`src/rtl/core/vrra_pkg.sv`:
```
// package for the variable record ring allocator: sizes, codes, beat and
// controller/datapath interface types; no dependencies
`timescale 1ns / 1ps
`default_nettype none

package vrra_pkg;

    localparam int MAX_CAPACITY_BYTES = 4096;
    localparam int MIN_CAPACITY_BYTES = 32;
    localparam int HEADER_BYTES       = 16;

    localparam int OFF_W      = $clog2(MAX_CAPACITY_BYTES);
    localparam int CNT_W      = OFF_W + 1;
    localparam int SUM_W      = CNT_W + 1;
    localparam int SLOT_COUNT = MAX_CAPACITY_BYTES / 4;
    localparam int SLOT_W     = $clog2(SLOT_COUNT);
    localparam int LEN_W      = 12;
    localparam int PAYLOAD_W  = 12;

    localparam int PADDR_W = 3;
    localparam int PDATA_W = 32;

    // register index taken from paddr[2]
    localparam logic REG_CAPACITY = 1'b0;

    localparam logic REQ_PUSH = 1'b0;
    localparam logic REQ_POP  = 1'b1;

    typedef enum logic [1:0] {
        ST_OK        = 2'd0,
        ST_FULL      = 2'd1,
        ST_TOO_LARGE = 2'd2,
        ST_EMPTY     = 2'd3
    } t_status;

    typedef struct packed {
        logic                 req_type;
        logic [PAYLOAD_W-1:0] payload_bytes;
    } t_req;

    typedef struct packed {
        t_status          status;
        logic [OFF_W-1:0] record_offset;
        logic [LEN_W-1:0] record_bytes;
        logic [CNT_W-1:0] used_bytes;
    } t_result;

    typedef struct packed {
        logic load;
        logic reject;
        logic mark_wrap;
        logic push_commit;
        logic fetch_head;
        logic pop_commit;
        logic pop_wrapped;
    } t_cmd;

    typedef struct packed {
        logic is_pop;
        logic reject;
        logic wrap;
        logic marker;
    } t_dp_status;

endpackage

`default_nettype wire

```
`src/rtl/core/vrra_ctrl.sv`:
```
// sequencing state machine for the ring allocator
// depends on vrra_pkg for command and status types
`timescale 1ns / 1ps
`default_nettype none

module vrra_ctrl (
    input  wire                   i_clk,
    input  wire                   i_rst_n,
    input  wire                   i_start,
    input  vrra_pkg::t_dp_status  i_sts,
    output vrra_pkg::t_cmd        o_cmd,
    output logic                  o_busy
);
    import vrra_pkg::*;

    typedef enum logic [3:0] {
        S_IDLE = 4'b0001,
        S_EVAL = 4'b0010,
        S_WRAP = 4'b0100,
        S_POP0 = 4'b1000
    } t_state;

    t_state r_state, n_state;

    always_comb begin
        n_state = r_state;
        o_cmd   = '0;
        case (r_state)
            S_IDLE: begin
                if (i_start) begin
                    o_cmd.load = 1'b1;
                    n_state    = S_EVAL;
                end
            end
            S_EVAL: begin
                if (i_sts.reject) begin
                    o_cmd.reject = 1'b1;
                    n_state      = S_IDLE;
                end else if (!i_sts.is_pop) begin
                    if (i_sts.wrap) begin
                        // marker first, record at slot zero next cycle
                        o_cmd.mark_wrap = 1'b1;
                        n_state         = S_WRAP;
                    end else begin
                        o_cmd.push_commit = 1'b1;
                        n_state           = S_IDLE;
                    end
                end else if (i_sts.marker) begin
                    o_cmd.fetch_head = 1'b1;
                    n_state          = S_POP0;
                end else begin
                    o_cmd.pop_commit = 1'b1;
                    n_state          = S_IDLE;
                end
            end
            S_WRAP: begin
                o_cmd.push_commit = 1'b1;
                n_state           = S_IDLE;
            end
            S_POP0: begin
                o_cmd.pop_commit  = 1'b1;
                o_cmd.pop_wrapped = 1'b1;
                n_state           = S_IDLE;
            end
            default: begin
                n_state = S_IDLE;
            end
        endcase
    end

    always_ff @(posedge i_clk) begin
        if (!i_rst_n) begin
            r_state <= S_IDLE;
        end else begin
            r_state <= n_state;
        end
    end

    assign o_busy = (r_state != S_IDLE);

endmodule

`default_nettype wire

```
`config.mk`:
```
export PLATFORM = sky130hd
export DESIGN_NAME = vrra_ctrl
export DESIGN_NICKNAME = d
export VERILOG_FILES = /design/src/rtl/core/vrra_pkg.sv /design/src/rtl/core/vrra_ctrl.sv
export SDC_FILE = /design/constraint.sdc
export NUM_CORES = 1
export LEC_CHECK = 0
export BUFFER_PORTS_ARGS = -buffer_cell sky130_fd_sc_hd__buf_2
export CORE_AREA = 2 2 39 41
export DETAILED_ROUTE_END_ITERATION = 10
export DIE_AREA = 0 0 41 43
export GPL_ROUTABILITY_DRIVEN = 1
export GPL_TIMING_DRIVEN = 0
export HOLD_SLACK_MARGIN = 0.1
export SYNTH_ARGS = -nofsm -noshare
export SYNTH_HDL_FRONTEND = slang
export SYNTH_SLANG_ARGS = --single-unit
```
`constraint.sdc`:
```
create_clock -name i_clk -period 3 [get_ports i_clk]
set_input_delay 0.6 -clock i_clk [delete_from_list [all_inputs] [get_ports i_clk]]
set_output_delay 0.6 -clock i_clk [all_outputs]
set_load 0.02 [all_outputs]
```
-- After elaboration in Yosys (flattened, before gate mapping)
Cells that the tools add are included.
- eq/ne operators: 6
- multiplexer cells: 21
- operators with widths (operator ; number):
    2-to-1 mux 4 bit ; 5
    2-to-1 mux 1 bit ; 9
    one-hot mux 4 bit (2 select lines) ; 1
    2-to-1 mux 2 bit ; 3
    equality test 4 x 1 -> 1 bit, second input constant ; 1
    equality test 4 x 2 -> 1 bit, second input constant ; 1
    equality test 4 x 3 -> 1 bit, second input constant ; 1
    equality test 4 bit, second input constant ; 1
    != test 4 x 1 -> 1 bit, second input constant ; 1
    one-hot mux 1 bit (2 select lines) ; 2
    2-to-1 mux 3 bit ; 1
    != test 2 bit, second input constant ; 1
- flip-flop bits (word level): 4
- input bits: 7
- output and inout bits: 8
- logic and storage cells: 28

-- Depth between registers and ports, before layout
Gate-level depths: netlist of the first run.
- depth after elaboration: 4
- depth in mapped cells: 4
- depth with buffers taken out: 4

-- Worst setup path before layout of the first run
No wires, ideal clock.
- kind: flip-flop to output port
- start point: reg r_state[3]
- end point: out o_cmd[1] (netlist name)
- arrival time: 1528 ps
- required time: 2400 ps
- setup slack: 872 ps
- cell stages (with the launch flop): 3
- path buffers: 0
- cell sequence: dfxtp_1 -> nor4b_1 -> o21bai_1
- RTL lines (element ; line ; RTL):
    start, declared ; vrra_ctrl.sv:23 ; t_state r_state, n_state;
    start signal, assigned ; vrra_ctrl.sv:75 ; r_state <= n_state;
    end, declared ; vrra_ctrl.sv:11 ; output vrra_pkg::t_cmd o_cmd,

==> results.py, run 1 <==
metrics = {
    "timing": {
        "rsz0062_at_grt": "no",
        "max_freq_mhz": 484,
        "drv_slew": 0,
        "tightest_slew_ns": 0.386,
        "finalCritPeriodShare": 0.689,
        "slew_headroom": 0.739,
        "hold_viol_final": 0,
        "tns_ns": 0,
        "min_period_ns": 2.07,
        "finClkSkew_ns": 0.00136,
        "finalSetupViolCount": 0,
    },
    "worst_setup_path": {
        "regToRegSetupSlack_ns": 1.86,
        "critPathKind": "reg2out",
        "r2r-end": "r_state[3]$_SDFFE_PN0P_",
        "crit_arrival_ns": 1.47,
        "rr_startpoint": "r_state[2]$_SDFFE_PN0P_",
        "reg2reg_depth": 4,
        "cp-end-kind": "output port",
        "worst_setup_path_start_kind": "register",
        "cp_max_fo": 6,
        "cp.required_ns": 2.40,
    },
    "synthesis": {
        "yosys.area_share.xor_xnor": 0,
        "synth-edff-count": 0,
        "synth_area_leader_cell": "dfxtp_1",
        "synthesis.nets": 34,
        "ys_warn_count": 0,
        "synth.most_common_cell": "dfxtp_1",
        "synth-async-reset-ratio": 0,
        "synth_cells": 27,
        "netlist.area_leader.share": 0.318,
        "avgSynthCellArea_um2": 9.31,
        "synth_simple_gate_area_frac": 0.498,
        "synth.area.mux_share": 0,
        "yosys-top-cells-area": "dfxtp_1, nor4b_4, nand2b_1",
        "synthTopCellsByCount": "dfxtp_1, nand2b_1",
        "synth_top_family_by_area": "simple AND/OR/NAND/NOR gates",
        "synth-seq-cells": 4,
        "synth_compound_area_frac": 0.139,
        "synth-adder-area-share": 0,
        "yosysUniqueCellTypes": 18,
        "synth-seq-area-share": 0.318,
        "ys.flop_type": "dfxtp_1",
        "synth.cell_area_um2": 251,
    },
    "place": {
        "io_buffers": 14,
        "dp.cells": 57,
        "place.gp.congestion": 0.626,
        "dp_hpwl_um": 439,
    },
    "clock_tree": {
        "cts_buffers": 3,
        "clk_pin_slew_ns": 0.04,
        "cts-htree-levels": 1,
        "root_buffer": "clkbuf_4",
        "postCtsSetupBuffers": 0,
        "cts_tree": "yes",
        "hold_buffers": 0,
        "cts_resized": 0,
        "worstSkewPairLatency_ns": 0.23,
        "cts_num_sinks": 4,
        "clockBufferDepth": 2,
    },
    "floorplan": {
        "rows": 14,
        "ios": 15,
        "die_width_um": 41,
        "start_util": 0.182,
        "dieArea_um2": 1760,
        "die_h_um": 43,
        "coreArea_um2": 1380,
    },
    "grt": {
        "antenna_found_initial": 0,
        "track_usage": 0.0804,
        "grt_start_max_net_pins": 7,
        "grt_overflow_total": 0,
        "grt_pass1_wl_um": 876,
        "grt_pass1_vias": 229,
    },
    "worst_hold_path": {
        "whs_path_depth": 2,
        "hold_start": "r_state[0]$_SDFFE_PN1P_",
        "worstHoldEndpoint": "r_state[0]$_SDFFE_PN1P_",
        "hp-class": "reg2reg",
    },
    "pwr": {
        "peakVddDrop_v": 0.000173,
        "power_density_nw_per_um2": 399,
        "p_leak_nw": 0.167,
    },
    "drt": {
        "vias": 246,
        "ant_nets": 0,
        "first_pass_iters": 2,
        "routed_wl_um": 519,
        "drt_iter0_drc": 1,
        "viasPerCell": 4.10,
        "wl_per_cell_um": 8.65,
        "drc_errors": 0,
    },
    "layout": {
        "diodes": 0,
        "largest_reg_flops": 4,
        "nNetsFinal": 53,
        "max_flop_register": "r_state",
        "top_regs": "r_state (4)",
        "drive_above_1_share": 0.523,
        "final_cells": 60,
        "syn2layout_area_growth_pct": 44.8,
    },
    "outcome": {
        "outcome": "finished, final reports clean",
    },
    "run": {
        "maxCapViolations": 0,
    },
}
==> cell families (layout without fill, tap and decap cells) <==
family | Yosys count | after routing
simple gates | 16 | 16
buf+inv | 2 | 19
flops | 4 | 4
compound gates | 5 | 5
==> cells in the final DEF (no fill, tap or decap), types with 2 or more instances in the layout <==
| master | synthesis | final |
|---|---|---|
| nand2b_1 | 3 | 3 |
| nor3_1 | 2 | 2 |
| buf_2 | 0 | 14 |
| a21oi_1 | 2 | 2 |
| dfxtp_1 | 4 | 4 |
| clkbuf_4 | 0 | 3 |
| and2_1 | 2 | 2 |
| nor2_1 | 2 | 2 |
==> critical path, cell delays in order (launching register included) <==
cell,delay [ns]
dfxtp_1,0.35
nor4b_4,0.35
nand2b_2,0.15
o31ai_2,0.19
buf_2,0.19
==> layer usage <==
layer | share of wire | track usage | up-vias
met4 | 0 | 0.0800 | 0
li1 | - | - | 130
met3 | 0.10 | 0.0471 | 0
met2 | 0.45 | 0.0938 | 11
met1 | 0.44 | 0.0935 | 105
met5 | 0 | 0 | -
==> how the worst max path moves through the flow <==
stage,depth (start not counted),slack (ns),startpoint,to
5_1_grt,4,0.77,r_state[2]$_SDFFE_PN0P_,o_cmd[3]
3_5_place_dp,4,1.07,i_sts[2],o_cmd[3]
3_3_place_gp,4,1.09,i_sts[2],o_cmd[3]
4_1_cts,4,0.89,r_state[2]$_SDFFE_PN0P_,o_cmd[3]
2_1_floorplan,2,0.87,r_state[3]$_SDFFE_PN0P_,o_cmd[1]
6_report,4,0.93,r_state[2]$_SDFFE_PN0P_,o_cmd[3]
==> power by group <==
group          switching (W)  internal, W  leakage, nW
combinational      0.0000126    0.0000107        0.121
clock              0.0000198    0.0000446       0.0138
sequential        0.00000229    0.0000553       0.0327
total              0.0000348     0.000111        0.167
==> final cells by class <==
class | count | area, µm²
fill | 153 | 1020
inverter | 1 | 3.75
buffer | 1 | 7.51
clock buffer | 3 | 22.5
sequential | 4 | 80.1
tap | 16 | 20.0
multi-input combinational | 21 | 160
timing repair buffer | 14 | 70.1
==> stage by stage <==
step / area, µm² / power (W) / setup WS (ns) / utilization / hold slack (ns)
2_1_floorplan: 251 / 0.0000722 / 0.872 / - / 0.570
5_1_grt: 364 / 0.000160 / 0.772 / 0.263 / 0.627
3_5_place_dp: 342 / 0.0000820 / 1.07 / 0.247 / 0.632
4_1_cts: 364 / 0.000150 / 0.891 / 0.263 / 0.638
6_report: 364 / 0.000145 / 0.933 / 0.263 / 0.626
3_3_place_gp: 342 / 0.0000817 / 1.09 / 0.247 / 0.607
No activity file was read; power rests on OpenSTA's default activity.
==> run 2: changes to the inputs <==
==> constraint.sdc (replaced) <==
create_clock -name i_clk -period 1.7 [get_ports i_clk]
set_input_delay 0.34 -clock i_clk [delete_from_list [all_inputs] [get_ports i_clk]]
set_output_delay 0.34 -clock i_clk [all_outputs]
set_load 0.02 [all_outputs]
==> run 2 against run 1 <==
  * The flow now finishes with violations (setup timing)
  * Die area unchanged
  * Power is 81% higher
  * Sequential cell count unchanged
  * Worst hold slack got worse by 0.24 ns
  * Register-to-register slack got worse by 1.7 ns
  * Sequential share of layout area shrank 2.2 points
  * Clock-buffer cell count unchanged
  * Utilization is 4.3 points higher
==> results.py, run 2 (same netlist as run 1, synthesis figures left out) <==
metrics = {
    "outcome": {
        "outcome": "finished with violations",
        "violations": "setup timing",
    },
    "clock_tree": {
        "hold_buffers": 0,
        "clk_pin_slew_ns": 0.04,
        "root_buffer": "clkbuf_4",
        "cts_buffers": 3,
        "cts_num_sinks": 4,
        "worstSkewPairLatency_ns": 0.23,
        "cts_tree": "yes",
        "clockBufferDepth": 2,
        "cts-htree-levels": 1,
    },
    "grt": {
        "grt_overflow_total": 0,
        "antenna_found_initial": 0,
        "grt_pass1_wl_um": 945,
        "grt_pass1_vias": 253,
        "track_usage": 0.0844,
        "grt_start_max_net_pins": 6,
    },
    "place": {
        "dp_hpwl_um": 452,
        "place.gp.congestion": 0.685,
        "post_dp_cell_area_um2": 348,
        "io_buffers": 14,
    },
    "layout": {
        "top_regs": "r_state (4)",
        "stdcell_area_um2": 424,
        "diodes": 0,
        "largest_reg_flops": 4,
        "final_cell_mix": "buf_2, buf_4, nand2b_1, clkbuf_4, dfxtp_2",
        "max_flop_register": "r_state",
        "layout_commonest_cell": "buf_2",
        "syn2layout_area_growth_pct": 68.7,
        "fillers": 152,
        "nNetsFinal": 56,
        "drive_above_1_share": 0.638,
    },
    "worst_setup_path": {
        "slowest_stage": "nor4b_4",
        "crit_arrival_ns": 1.42,
        "critPathKind": "reg2out",
        "cp.required_ns": 1.36,
        "crit_end": "o_cmd[3]",
        "reg2reg_depth": 6,
        "cp_max_fo": 5,
        "rr_startpoint": "r_state[3]$_SDFFE_PN0P_",
        "r2r-end": "r_state[2]$_SDFFE_PN0P_",
        "cp-end-kind": "output port",
        "worst_setup_path_start_kind": "register",
        "regToRegSetupSlack_ns": 0.21,
        "critical_path.startpoint": "r_state[3]$_SDFFE_PN0P_",
        "crit_chain": "nor4b_4 -> nand2b_4 -> o31ai_4 -> buf_6",
        "slowest_delay_ns": 0.39,
    },
    "worst_hold_path": {
        "hp-class": "in2reg",
        "whs_path_depth": 2,
    },
    "timing": {
        "worst_hold_slack_ns": 0.391,
        "drv_slew": 0,
        "finClkSkew_ns": 0.00528,
        "slew_headroom": 0.762,
        "hold_viol_final": 0,
        "fin_ws_ns": -0.0595,
        "tns_ns": -0.147,
        "tightest_slew_ns": 0.356,
        "max_freq_mhz": 568,
        "finalCritPeriodShare": 1.04,
        "finalSetupViolCount": 3,
        "min_period_ns": 1.76,
        "rsz0062_at_grt": "yes",
    },
    "floorplan": {
        "die_width_um": 41,
        "dieArea_um2": 1760,
        "coreArea_um2": 1380,
        "rows": 14,
        "start_util": 0.182,
        "die_h_um": 43,
        "ios": 15,
    },
    "drt": {
        "drt_iter0_drc": 3,
        "routed_wl_um": 632,
        "first_pass_iters": 4,
        "wl_per_cell_um": 10.0,
        "viasPerCell": 4.51,
        "ant_nets": 0,
        "vias": 284,
        "drc_errors": 0,
    },
    "run": {
        "maxCapViolations": 0,
    },
    "pwr": {
        "p_leak_nw": 0.186,
        "power_density_nw_per_um2": 621,
        "peakVddDrop_v": 0.000310,
    },
}
run 2: cell count changes in the layout (fill, tap and decap cells not counted), sizes merged:
| cell | previous run | this run |
|---|---|---|
| buf | 15 | 18 |
run 2: where the power goes:
group          internal (W)  switching, W
clock network     0.0000788     0.0000359
registers         0.0000983    0.00000438
logic             0.0000212     0.0000248
total              0.000198     0.0000651
run 2: critical path, delay by kind of cell (launching register included):
family                 cells  cell delay [ns]
and+or+nand+nor            2             0.51
DFF                        1             0.34
AOI/OAI and AO/OA          1             0.19
buffers and inverters      1             0.15
run 2: worst min-delay path by stage:
stage	slack (ns)	endpoint	start
2_1_floorplan	0.51	r_state[1]$_SDFFE_PN0P_	i_start
3_3_place_gp	0.62	r_state[1]$_SDFFE_PN0P_	i_start
3_5_place_dp	0.62	r_state[1]$_SDFFE_PN0P_	i_start
4_1_cts	0.39	r_state[1]$_SDFFE_PN0P_	i_start
5_1_grt	0.41	r_state[1]$_SDFFE_PN0P_	i_start
6_report	0.39	r_state[1]$_SDFFE_PN0P_	i_start
run 2: through the flow:
stage	cells	util	setup WS, ns	power, W
after floorplan	27	-	0.148	0.000128
after global placement	57	0.251	0.107	0.000145
after detailed placement	57	0.251	0.0956	0.000146
after CTS	63	0.296	-0.0901	0.000264
after global routing	63	0.307	-0.140	0.000278
final	63	0.307	-0.0595	0.000263
run 2: layer usage:
layer  vias to the layer above  part of all wire  global-route usage  wire length (µm)
met5                         -                 0                   0                 0
met1                       129              0.38              0.0871               240
met4                         0             0.016              0.0800                10
li1                        140                 -                   -                 -
met2                        13              0.52               0.122               327
met3                         2             0.085              0.0314                54
run 2: final cells by class:
type / instances / area [µm²] / share of cell area
multi-input combinational: 21 / 180 / 0.425
timing repair buffer: 17 / 106 / 0.251
sequential: 4 / 83.8 / 0.198
clock buffer: 3 / 22.5 / 0.0531
tap: 16 / 20.0 / 0.0472
buffer: 1 / 7.51 / 0.0177
inverter: 1 / 3.75 / 0.00885
run 2: timing repair:
action | 4_1_cts | 5_1_grt
resized for setup | 7 | 3
pin swaps | 3 | 1
endpoints found under the setup margin | 4 | 5
endpoints found under the hold margin | 0 | 0
setup buffers | 3 | 0
==> run 3: changes to the inputs <==
--- a/config.mk
+++ b/config.mk
@@ -12,6 +12,7 @@
 export GPL_ROUTABILITY_DRIVEN = 1
 export GPL_TIMING_DRIVEN = 0
 export HOLD_SLACK_MARGIN = 0.1
+export SKIP_CTS_REPAIR_TIMING = 1
 export SYNTH_ARGS = -nofsm -noshare
 export SYNTH_HDL_FRONTEND = slang
 export SYNTH_SLANG_ARGS = --single-unit
==> constraint.sdc (replaced) <==
create_clock -name i_clk -period 1.7 [get_ports i_clk]
set_input_delay 0.34 -clock i_clk [delete_from_list [all_inputs] [get_ports i_clk]]
set_output_delay 0.34 -clock i_clk [all_outputs]
set_load 0.1 [all_outputs]
==> run 3 against run 2 <==
  * The run still ends with setup timing left
  * Sequential power hardly changed
  * Clock-buffer cell count unchanged
  * Clock power barely moved
  * Sequential share of layout area shrank 3.8 points
  * Global-route usage increased by 0.28 points
  * Utilization is 10 points higher
  * Non-clock buffer count grew 1
  * Clock skew down 0.0023 ns
  * Via count decreased by 1.1%
  * Die area did not move
  * Largest cell class unchanged
==> results.py, run 3 (same netlist as run 1, synthesis figures left out) <==
metrics = {
    "timing": {
        "fin_ws_ns": -0.187,
        "drv_slew": 0,
        "finClkSkew_ns": 0.00298,
        "worst_hold_slack_ns": 0.395,
        "min_period_ns": 1.89,
        "slew_headroom": 0.680,
        "finalCritPeriodShare": 1.11,
        "tightest_slew_ns": 0.484,
        "hold_viol_final": 0,
        "finalSetupViolCount": 5,
        "max_freq_mhz": 530,
        "rsz0062_at_grt": "yes",
    },
    "worst_hold_path": {
        "whs_path_depth": 2,
        "hp-class": "in2reg",
    },
    "worst_setup_path": {
        "cp-end-kind": "output port",
        "cp_max_fo": 6,
        "critPathKind": "reg2out",
        "worst_setup_path_start_kind": "register",
        "cp.required_ns": 1.36,
        "reg2reg_depth": 3,
        "regToRegSetupSlack_ns": 0.55,
        "crit_arrival_ns": 1.55,
    },
    "layout": {
        "largest_reg_flops": 4,
        "stdcell_area_um2": 566,
        "final_cell_mix": "buf_2, buf_12, buf_4",
        "diodes": 0,
        "fillers": 137,
        "layout_commonest_cell": "buf_2",
        "drive_above_1_share": 0.750,
        "syn2layout_area_growth_pct": 125,
        "top_regs": "r_state (4)",
        "nNetsFinal": 57,
        "max_flop_register": "r_state",
        "final_cells": 64,
    },
    "drt": {
        "routed_wl_um": 712,
        "ant_nets": 0,
        "drc_errors": 0,
        "first_pass_iters": 4,
        "wl_per_cell_um": 11.1,
        "viasPerCell": 4.39,
        "vias": 281,
        "drt_iter0_drc": 9,
    },
    "clock_tree": {
        "clockBufferDepth": 2,
        "cts_num_sinks": 4,
        "cts_tree": "yes",
        "root_buffer": "clkbuf_4",
        "cts-htree-levels": 1,
        "cts_buffers": 3,
        "clk_pin_slew_ns": 0.03,
        "worstSkewPairLatency_ns": 0.24,
    },
    "pwr": {
        "p_leak_nw": 0.232,
        "peakVddDrop_v": 0.000262,
        "power_density_nw_per_um2": 561,
    },
    "grt": {
        "grt_pass1_wl_um": 924,
        "grt_overflow_total": 0,
        "antenna_found_initial": 0,
        "grt_start_max_net_pins": 7,
        "grt_pass1_vias": 229,
        "track_usage": 0.0873,
    },
    "floorplan": {
        "rows": 14,
        "die_h_um": 43,
        "start_util": 0.182,
        "dieArea_um2": 1760,
        "coreArea_um2": 1380,
        "die_width_um": 41,
        "ios": 15,
    },
    "outcome": {
        "outcome": "finished with violations",
        "violations": "setup timing",
    },
    "place": {
        "dp_slack_ns": -0.181,
        "post_dp_cell_area_um2": 397,
        "place.gp.congestion": 0.619,
        "dp.cells": 57,
        "io_buffers": 14,
    },
    "run": {
        "maxCapViolations": 0,
    },
}
[run 3: cell count changes in the layout (fill, tap and decap cells not counted), sizes merged]
cell and change:
buf +1
[run 3: layer usage]
metal | vias up | global-route usage | wire length [µm]
met1 | 126 | 0.103 | 278
met4 | 0 | 0.100 | 17
met5 | - | 0 | 0
li1 | 140 | - | -
met3 | 4 | 0.0471 | 50
met2 | 11 | 0.0969 | 365
[run 3: layout make-up]
cell class / instances / area, µm² / area share
Buffer: 1 / 7.51 / 0.0133
Timing Repair Buffer: 18 / 200 / 0.354
Multi-Input combinational cell: 21 / 221 / 0.392
Sequential cell: 4 / 90.1 / 0.159
Inverter: 1 / 3.75 / 0.00664
Tap cell: 16 / 20.0 / 0.0354
Clock buffer: 3 / 22.5 / 0.0398
[run 3: final timing paths]
path	end	start
hold reg to reg	r_state[2]$_SDFFE_PN0P_	r_state[0]$_SDFFE_PN1P_
setup / recovery	o_cmd[3]	r_state[0]$_SDFFE_PN1P_
hold / removal	r_state[1]$_SDFFE_PN0P_	i_start
setup reg to reg	r_state[3]$_SDFFE_PN0P_	r_state[0]$_SDFFE_PN1P_
[run 3: power by group]
| group | switching, W | internal (W) |
|---|---|---|
| sequential | 0.00000563 | 0.0000961 |
| clock | 0.0000379 | 0.0000789 |
| combinational | 0.0000629 | 0.0000361 |
[run 3: critical path, cell delays in order (launching register included)]
cell	delay, ns
dfxtp_4	0.35
nor4b_4	0.37
nand2b_4	0.15
o31ai_4	0.23
buf_12	0.21
[run 3: per-stage QoR]
step                      utilization  power [W]  setup TNS (ns)
final                           0.409   0.000317          -0.636
after global routing            0.409   0.000338          -0.998
after CTS                       0.303   0.000304           -1.95
after detailed placement        0.287   0.000184          -0.470
after global placement          0.287   0.000184          -0.446
after floorplan                     -   0.000166           -1.02
